[config.mk]
export PLATFORM = sky130hd
export DESIGN_NAME = tspib_ctrl
export DESIGN_NICKNAME = d
export VERILOG_FILES = /design/src/rtl/tspib_pkg.sv /design/src/rtl/tspib_ctrl.sv
export SDC_FILE = /design/constraint.sdc
export NUM_CORES = 1
export LEC_CHECK = 0
export BUFFER_PORTS_ARGS = -buffer_cell sky130_fd_sc_hd__buf_2
export CAP_MARGIN = 20
export CORE_UTILIZATION = 40
export DETAILED_ROUTE_END_ITERATION = 16
export HOLD_SLACK_MARGIN = 0.03
export PLACE_DENSITY = 0.81
export RECOVER_POWER = 25
export SETUP_SLACK_MARGIN = 0.3
export SLEW_MARGIN = 25
export SYNTH_ARGS = -nofsm -noshare
export SYNTH_HDL_FRONTEND = slang
export SYNTH_SLANG_ARGS = --single-unit
[constraint.sdc]
create_clock -name clk -period 1.81 [get_ports clk]
set_input_delay 0.362 -clock clk [delete_from_list [all_inputs] [get_ports clk]]
set_output_delay 0.362 -clock clk [all_outputs]
set_load 0.005 [all_outputs]
[src/rtl/tspib_pkg.sv]
package tspib_pkg;

	localparam int MAX_NODES_DEF = 32;
	localparam int DIST_BITS_DEF = 24;
	localparam int NODE_W        = 6;
	localparam int IN_DIST_W     = 24;
	localparam int LEN_W         = 29;
	localparam int APB_AW        = 3;
	localparam int APB_DW        = 32;

	localparam logic [LEN_W-1:0]  LEN_MAX        = {LEN_W{1'b1}};
	// 1000000.0 in Q.8
	localparam logic [27:0]       BIG_LIMIT      = 28'd256000000;
	localparam logic [NODE_W-1:0] NODE_COUNT_RST = 6'd32;

	localparam logic CMD_LOAD  = 1'b0;
	localparam logic CMD_RUN   = 1'b1;
	localparam logic MODE_FAR  = 1'b0;
	localparam logic MODE_NEAR = 1'b1;
	localparam logic REG_MODE  = 1'b0;
	localparam logic REG_COUNT = 1'b1;

	typedef logic [NODE_W-1:0] node_t;

	typedef enum logic [4:0] {
		ST_IDLE,
		ST_START,
		ST_UPD_RD,
		ST_UPD_WR,
		ST_CHK,
		ST_SEL,
		ST_SEL_END,
		ST_INS_CHK,
		ST_INS_RB,
		ST_INS_RC,
		ST_INS_CMP,
		ST_LINK,
		ST_LEN_CHK,
		ST_LEN_ACC,
		ST_EMIT_INIT,
		ST_EMIT
	} state_t;

	typedef enum logic [2:0] {
		RD_UPD,
		RD_A,
		RD_B,
		RD_C,
		RD_LEN
	} rd_sel_t;

	typedef struct packed {
		logic    load;
		logic    start;
		logic    idx_clr;
		logic    idx_inc;
		logic    step_inc;
		logic    rd_en;
		rd_sel_t rd_sel;
		logic    upd_wr;
		logic    sel_init;
		logic    sel_eval;
		logic    set_flag;
		logic    ins_init;
		logic    cap_a;
		logic    cap_b;
		logic    ins_cmp;
		logic    link;
		logic    len_acc;
		logic    emit_init;
		logic    emit_load;
	} dp_cmd_t;

	typedef struct packed {
		logic idx_last;
		logic step_done;
		logic pick_zero;
		logic ins_ok;
		logic len_ok;
		logic emit_done;
		logic out_free;
	} dp_sts_t;

endpackage

[src/rtl/tspib_ctrl.sv]
module tspib_ctrl (
	input  logic              clk,
	input  logic              arst_n,
	input  logic              in_valid,
	input  logic              command,
	output logic              in_stall,
	input  tspib_pkg::dp_sts_t sts,
	output tspib_pkg::dp_cmd_t cmd
);
	import tspib_pkg::*;

	state_t state_q, state_d;

	always_ff @(posedge clk or negedge arst_n) begin
		if (!arst_n) begin
			state_q <= ST_IDLE;
		end else begin
			state_q <= state_d;
		end
	end

	assign in_stall = (state_q != ST_IDLE);

	always_comb begin
		state_d = state_q;
		unique case (state_q)
			ST_IDLE: begin
				if (in_valid && command == CMD_RUN) state_d = ST_START;
			end
			ST_START:   state_d = ST_UPD_RD;
			ST_UPD_RD:  state_d = ST_UPD_WR;
			ST_UPD_WR:  state_d = sts.idx_last ? ST_CHK : ST_UPD_RD;
			ST_CHK:     state_d = sts.step_done ? ST_LEN_CHK : ST_SEL;
			ST_SEL:     state_d = sts.idx_last ? ST_SEL_END : ST_SEL;
			ST_SEL_END: state_d = sts.pick_zero ? ST_CHK : ST_INS_CHK;
			ST_INS_CHK: begin
				if (sts.ins_ok) state_d = ST_INS_RB;
				else if (sts.idx_last) state_d = ST_LINK;
			end
			ST_INS_RB:  state_d = ST_INS_RC;
			ST_INS_RC:  state_d = ST_INS_CMP;
			ST_INS_CMP: state_d = sts.idx_last ? ST_LINK : ST_INS_CHK;
			ST_LINK:    state_d = ST_UPD_RD;
			ST_LEN_CHK: begin
				if (sts.len_ok) state_d = ST_LEN_ACC;
				else if (sts.idx_last) state_d = ST_EMIT_INIT;
			end
			ST_LEN_ACC:   state_d = sts.idx_last ? ST_EMIT_INIT : ST_LEN_CHK;
			ST_EMIT_INIT: state_d = ST_EMIT;
			ST_EMIT: begin
				if (sts.out_free && sts.emit_done) state_d = ST_IDLE;
			end
			default:    state_d = ST_IDLE;
		endcase
	end

	always_comb begin
		cmd        = '0;
		cmd.rd_sel = RD_UPD;
		unique case (state_q)
			ST_IDLE: begin
				cmd.load = in_valid && (command == CMD_LOAD);
			end
			ST_START: cmd.start = 1'b1;
			ST_UPD_RD: begin
				cmd.rd_en  = 1'b1;
				cmd.rd_sel = RD_UPD;
			end
			ST_UPD_WR: begin
				cmd.upd_wr  = 1'b1;
				cmd.idx_clr = sts.idx_last;
				cmd.idx_inc = !sts.idx_last;
			end
			ST_CHK: begin
				cmd.idx_clr  = 1'b1;
				cmd.sel_init = !sts.step_done;
			end
			ST_SEL: begin
				cmd.sel_eval = 1'b1;
				cmd.idx_inc  = !sts.idx_last;
			end
			ST_SEL_END: begin
				cmd.step_inc = sts.pick_zero;
				cmd.set_flag = !sts.pick_zero;
				cmd.ins_init = !sts.pick_zero;
				cmd.idx_clr  = 1'b1;
			end
			ST_INS_CHK: begin
				cmd.rd_en   = sts.ins_ok;
				cmd.rd_sel  = RD_A;
				cmd.idx_inc = !sts.ins_ok && !sts.idx_last;
			end
			ST_INS_RB: begin
				cmd.cap_a  = 1'b1;
				cmd.rd_en  = 1'b1;
				cmd.rd_sel = RD_B;
			end
			ST_INS_RC: begin
				cmd.cap_b  = 1'b1;
				cmd.rd_en  = 1'b1;
				cmd.rd_sel = RD_C;
			end
			ST_INS_CMP: begin
				cmd.ins_cmp = 1'b1;
				cmd.idx_inc = !sts.idx_last;
			end
			ST_LINK: begin
				cmd.link     = 1'b1;
				cmd.step_inc = 1'b1;
				cmd.idx_clr  = 1'b1;
			end
			ST_LEN_CHK: begin
				cmd.rd_en   = sts.len_ok;
				cmd.rd_sel  = RD_LEN;
				cmd.idx_inc = !sts.len_ok && !sts.idx_last;
			end
			ST_LEN_ACC: begin
				cmd.len_acc = 1'b1;
				cmd.idx_inc = !sts.idx_last;
			end
			ST_EMIT_INIT: cmd.emit_init = 1'b1;
			ST_EMIT: begin
				cmd.emit_load = sts.out_free;
			end
			default: cmd.load = 1'b0;
		endcase
	end

endmodule

==> out/metrics.cfg, run 1 <==
[outcome]
outcome=aborted with a tool error
stop_stage=global routing (5_1_grt)
firstError=[ERROR DPL-0038] Utilization greater than 100%, impossible to legalize

[synthesis]
yosys.area.top_type=dfrtp_1
synth-xor-area-share_pct=0
async_flop_share_pct=100.0
synth.most_common_cell=nor2_1
synth-simple-area-share_pct=36.13
ys_ff_latch=4
synth_warnings=0
yosysTopAreaCellShare_pct=15.97
synth_enable_flop_cells=0
synth_top_family_by_area=simple AND/OR/NAND/NOR gates
synth_cell_types=41
postSynthAreaPerCell_um2=6.888
synth_commonest_cells=nor2_1, a21oi_1, nand2_1, o21ai_0, clkbuf_1
synth_area_leaders=dfrtp_1, nor2_1, a21oi_1
synthMuxAreaShare_pct=5.589
synth_area_um2=626.9
synth_compound_area_share_pct=32.93
synth_nets=102
ys_seq_area_share_pct=15.97
netlist_instances=91
synth_fa_ha_area_share_pct=0
synthFlopType=dfrtp_1

[die]
die_y_um=41.59
die_w_um=41.59
start_util_pct=45.34
ios=33
rows=13

[cts]
cts_made_buffers=3
cts_buffer_depth=2
cts_root_buffer=clkbuf_4
clock_sinks=4
htreeDepth=1

[timing]
worstEpCategory=primary output
worst_endpoint=cmd[20]

[grt]
grt_start_max_net_pins=13

[place]
dpl_cell_area_um2=858.3
port_buffers=32
gp_congestion=0.8366
dpl.hpwl_mm=1.397

-- kinds of logic after synthesis --
logic type / Yosys count
compound gates: 29
buf+inv: 14
mux: 3
simple gates: 41
flops: 4
-- through the flow --
step | utilization (%) | hold slack, ns | setup slack (ns) | std cells
after CTS | 86.79 | 0.4575 | -0.01475 | 156
after floorplan | - | 0.06641 | 0.1950 | 91
after global placement | 62.08 | 0.1651 | 0.1420 | 136
after detailed placement | 62.08 | 0.1687 | 0.05928 | 136
-- repair_timing --
| item | 4_1_cts |
|---|---|
| hold endpoints to repair | 4 |
| cloned | 1 |
| hold buffers | 1 |
| buffers inserted | 15 |
| setup endpoints to repair | 25 |
| resized for setup | 42 |
| pin swaps | 18 |
==> inputs of run 2 (changes only) <==
- CORE_AREA: not set -> 2 2 63 65
- CORE_UTILIZATION: 40 -> not set
- DIE_AREA: not set -> 0 0 65 67
- HOLD_SLACK_MARGIN: 0.03 -> not set
- PLACE_DENSITY: 0.81 -> not set
- PLACE_DENSITY_LB_ADDON: not set -> 0.15
- SETUP_SLACK_MARGIN: 0.3 -> not set
==> run 2 against run 1 <==
The flow now finishes, with violations (negative setup slack). Synthesized cell count unchanged. Synthesized area unchanged.
==> out/metrics.cfg, run 2 <==
[cts]
cts_root_buffer=clkbuf_8
clock_sinks=4
cts_made_buffers=3
htreeDepth=1
insertion_delay_ns=0.22
tritoncts=done
cts_buffer_depth=2
clk_pin_slew_ns=0.03

[synthesis]
ys_ff_latch=4
postSynthAreaPerCell_um2=6.888
yosys.area.top_type=dfrtp_1
synth_warnings=0
yosysTopAreaCellShare_pct=15.97
synth_commonest_cells=nor2_1, a21oi_1, nand2_1, o21ai_0, clkbuf_1
ys_seq_area_share_pct=15.97
synth_nets=102
async_flop_share_pct=100.0
synth_area_um2=626.9
synth_enable_flop_cells=0
synthFlopType=dfrtp_1
synth.most_common_cell=nor2_1
netlist_instances=91
synth_area_leaders=dfrtp_1, nor2_1, a21oi_1
synth_cell_types=41

[place]
dpl.hpwl_mm=1.687
dpl_cell_area_um2=894.6
gp_congestion=0.7648
port_buffers=32

[timing]
slew_viol_final=0
relSlewSlack_pct=79.89
hold_viol=0
finClkSkew_ns=0.0002421
post-route-period-util_pct=100.2
rsz0062_at_grt=yes
max_clock_freq_mhz=551.6
setup_ws_ns=-0.002894
layout_min_cycle_time_ns=1.813
tightest_slew_ns=0.3012
finalSetupViolCount=1

[setup_path]
critPathLaunchType=flop
cp_cell_sequence=or4_4 > nor3b_2 > buf_2
crit_buf_inv=1
r2r_cells=4
crit_fanout=3
crit_family=simple AND/OR/NAND/NOR gates
max_stage_delay_ns=0.55
critical_path_required_ns=1.45
reg2reg_to=state_q[3]
crit_arrival_ns=1.45
regToRegSetupSlack_ns=0.14
r2r_start=state_q[0]
end_kind=output port
crit_type=flop to output port
slowest_stage=or4_4

[finish]
top_regs=state_q: 4 flops
mostFrequentLayoutCells=buf_2, nor2_1, a21oi_1, buf_4
top_register=state_q
layout-drive-gt1-share_pct=45.38
final_common_cell=buf_2
nets=143
final_cell_area_um2=1003
num_antenna_cells=0
largest_register_ffs=4
area_growth_pct=60.08

[drt]
routed_wl_mm=2.286
drtPass1Iterations=4
drtIter0Drc=24
ant_nets=0
post_drt_wl_per_cell_um=12.84
vias=832
drt-vias-per-instance=4.674
drc=0

[die]
die_y_um=67
ios=33
coreArea_um2=3606
rows=22
die_w_um=65
dieArea_um2=4355
start_util_pct=17.38

[grt]
grt-ovfl-total=0
grt_util_all_layers_pct=11.01
antenna_found_initial=0
grt_pass1_vias=781
grt_pass1_wl_mm=3.795
grt_start_max_net_pins=20

[pwr]
total_power_mw=1.628
leakagePower_nw=0.4815
p_per_area_nw_per_um2=1623
peakVddDrop_mv=0.4634

[outcome]
violations=negative setup slack
outcome=complete, but fails checks

[run]
cap_violations=0

[hold_path]
holdCritPathClass=input pin to async pin

run 2: cell counts after synthesis:
Identical to the previous run, type by type.
run 2: metal layers:
layer	global-route usage, %	vias to the layer above	part of all wire, %
li1	-	418	-
met1	15.45	391	49
met2	17.53	21	46
met3	1.351	2	4.1
met4	3.191	0	0.35
met5	0	-	0
run 2: how the worst max path moves through the flow:
stage	slack [ns]	endpoint	cells after the start	from
floorplan	0.08	cmd[8]	5	state_q[1]
global placement	0.10	state_q[3]	5	state_q[3]
detailed placement	0.08	state_q[3]	5	state_q[3]
CTS	0.0008	cmd[20]	3	state_q[1]
global route	-0.07	cmd[20]	4	state_q[2]
finish	-0.003	cmd[20]	3	state_q[1]
run 2: power breakdown:
group	switching [mW]	internal (mW)	leakage (nW)
Sequential	0.0420	0.139	0.0477
Combinational	0.670	0.590	0.412
Clock	0.0456	0.142	0.0216
run 2: cell families (layout without fill, tap and decap cells):
group	Yosys count	after routing	synth area share (%)
compound gates	29	29	32.94
buf+inv	14	53	9.380
flops	4	4	15.97
mux	3	3	5.588
simple gates	41	41	36.13
run 2: final cells by class:
cell class	instances	area, um^2
multi-input combinational	73	499.2
fill	415	2603
inverter	5	18.77
sequential	4	101.3
tap	48	60.06
timing repair buffer	45	282.8
clock buffer	3	41.29
run 2: timing repair:
item | 4_1_cts | 5_1_grt
resized for setup | 3 | 11
hold endpoints to repair | 4 | 0
gates cloned | 0 | 0
pin swaps | 0 | 1
endpoints found under the setup margin | 6 | 12
hold buffers | 1 | 0
setup buffers | 2 | 0
run 2: metrics by stage:
stage	utilization [%]	instances	setup slack (ns)	hold slack [ns]	setup TNS [ns]
floorplan	-	91	0.07765	0.06641	0
global placement	24.81	172	0.1034	0.1747	0
detailed placement	24.81	172	0.08071	0.1717	0
CTS	26.96	178	0.0008278	0.4927	0
global route	27.83	178	-0.07188	0.5502	-0.2079
finish	27.83	178	-0.002894	0.5200	-0.002894
No activity file was read; power rests on OpenSTA's default activity.
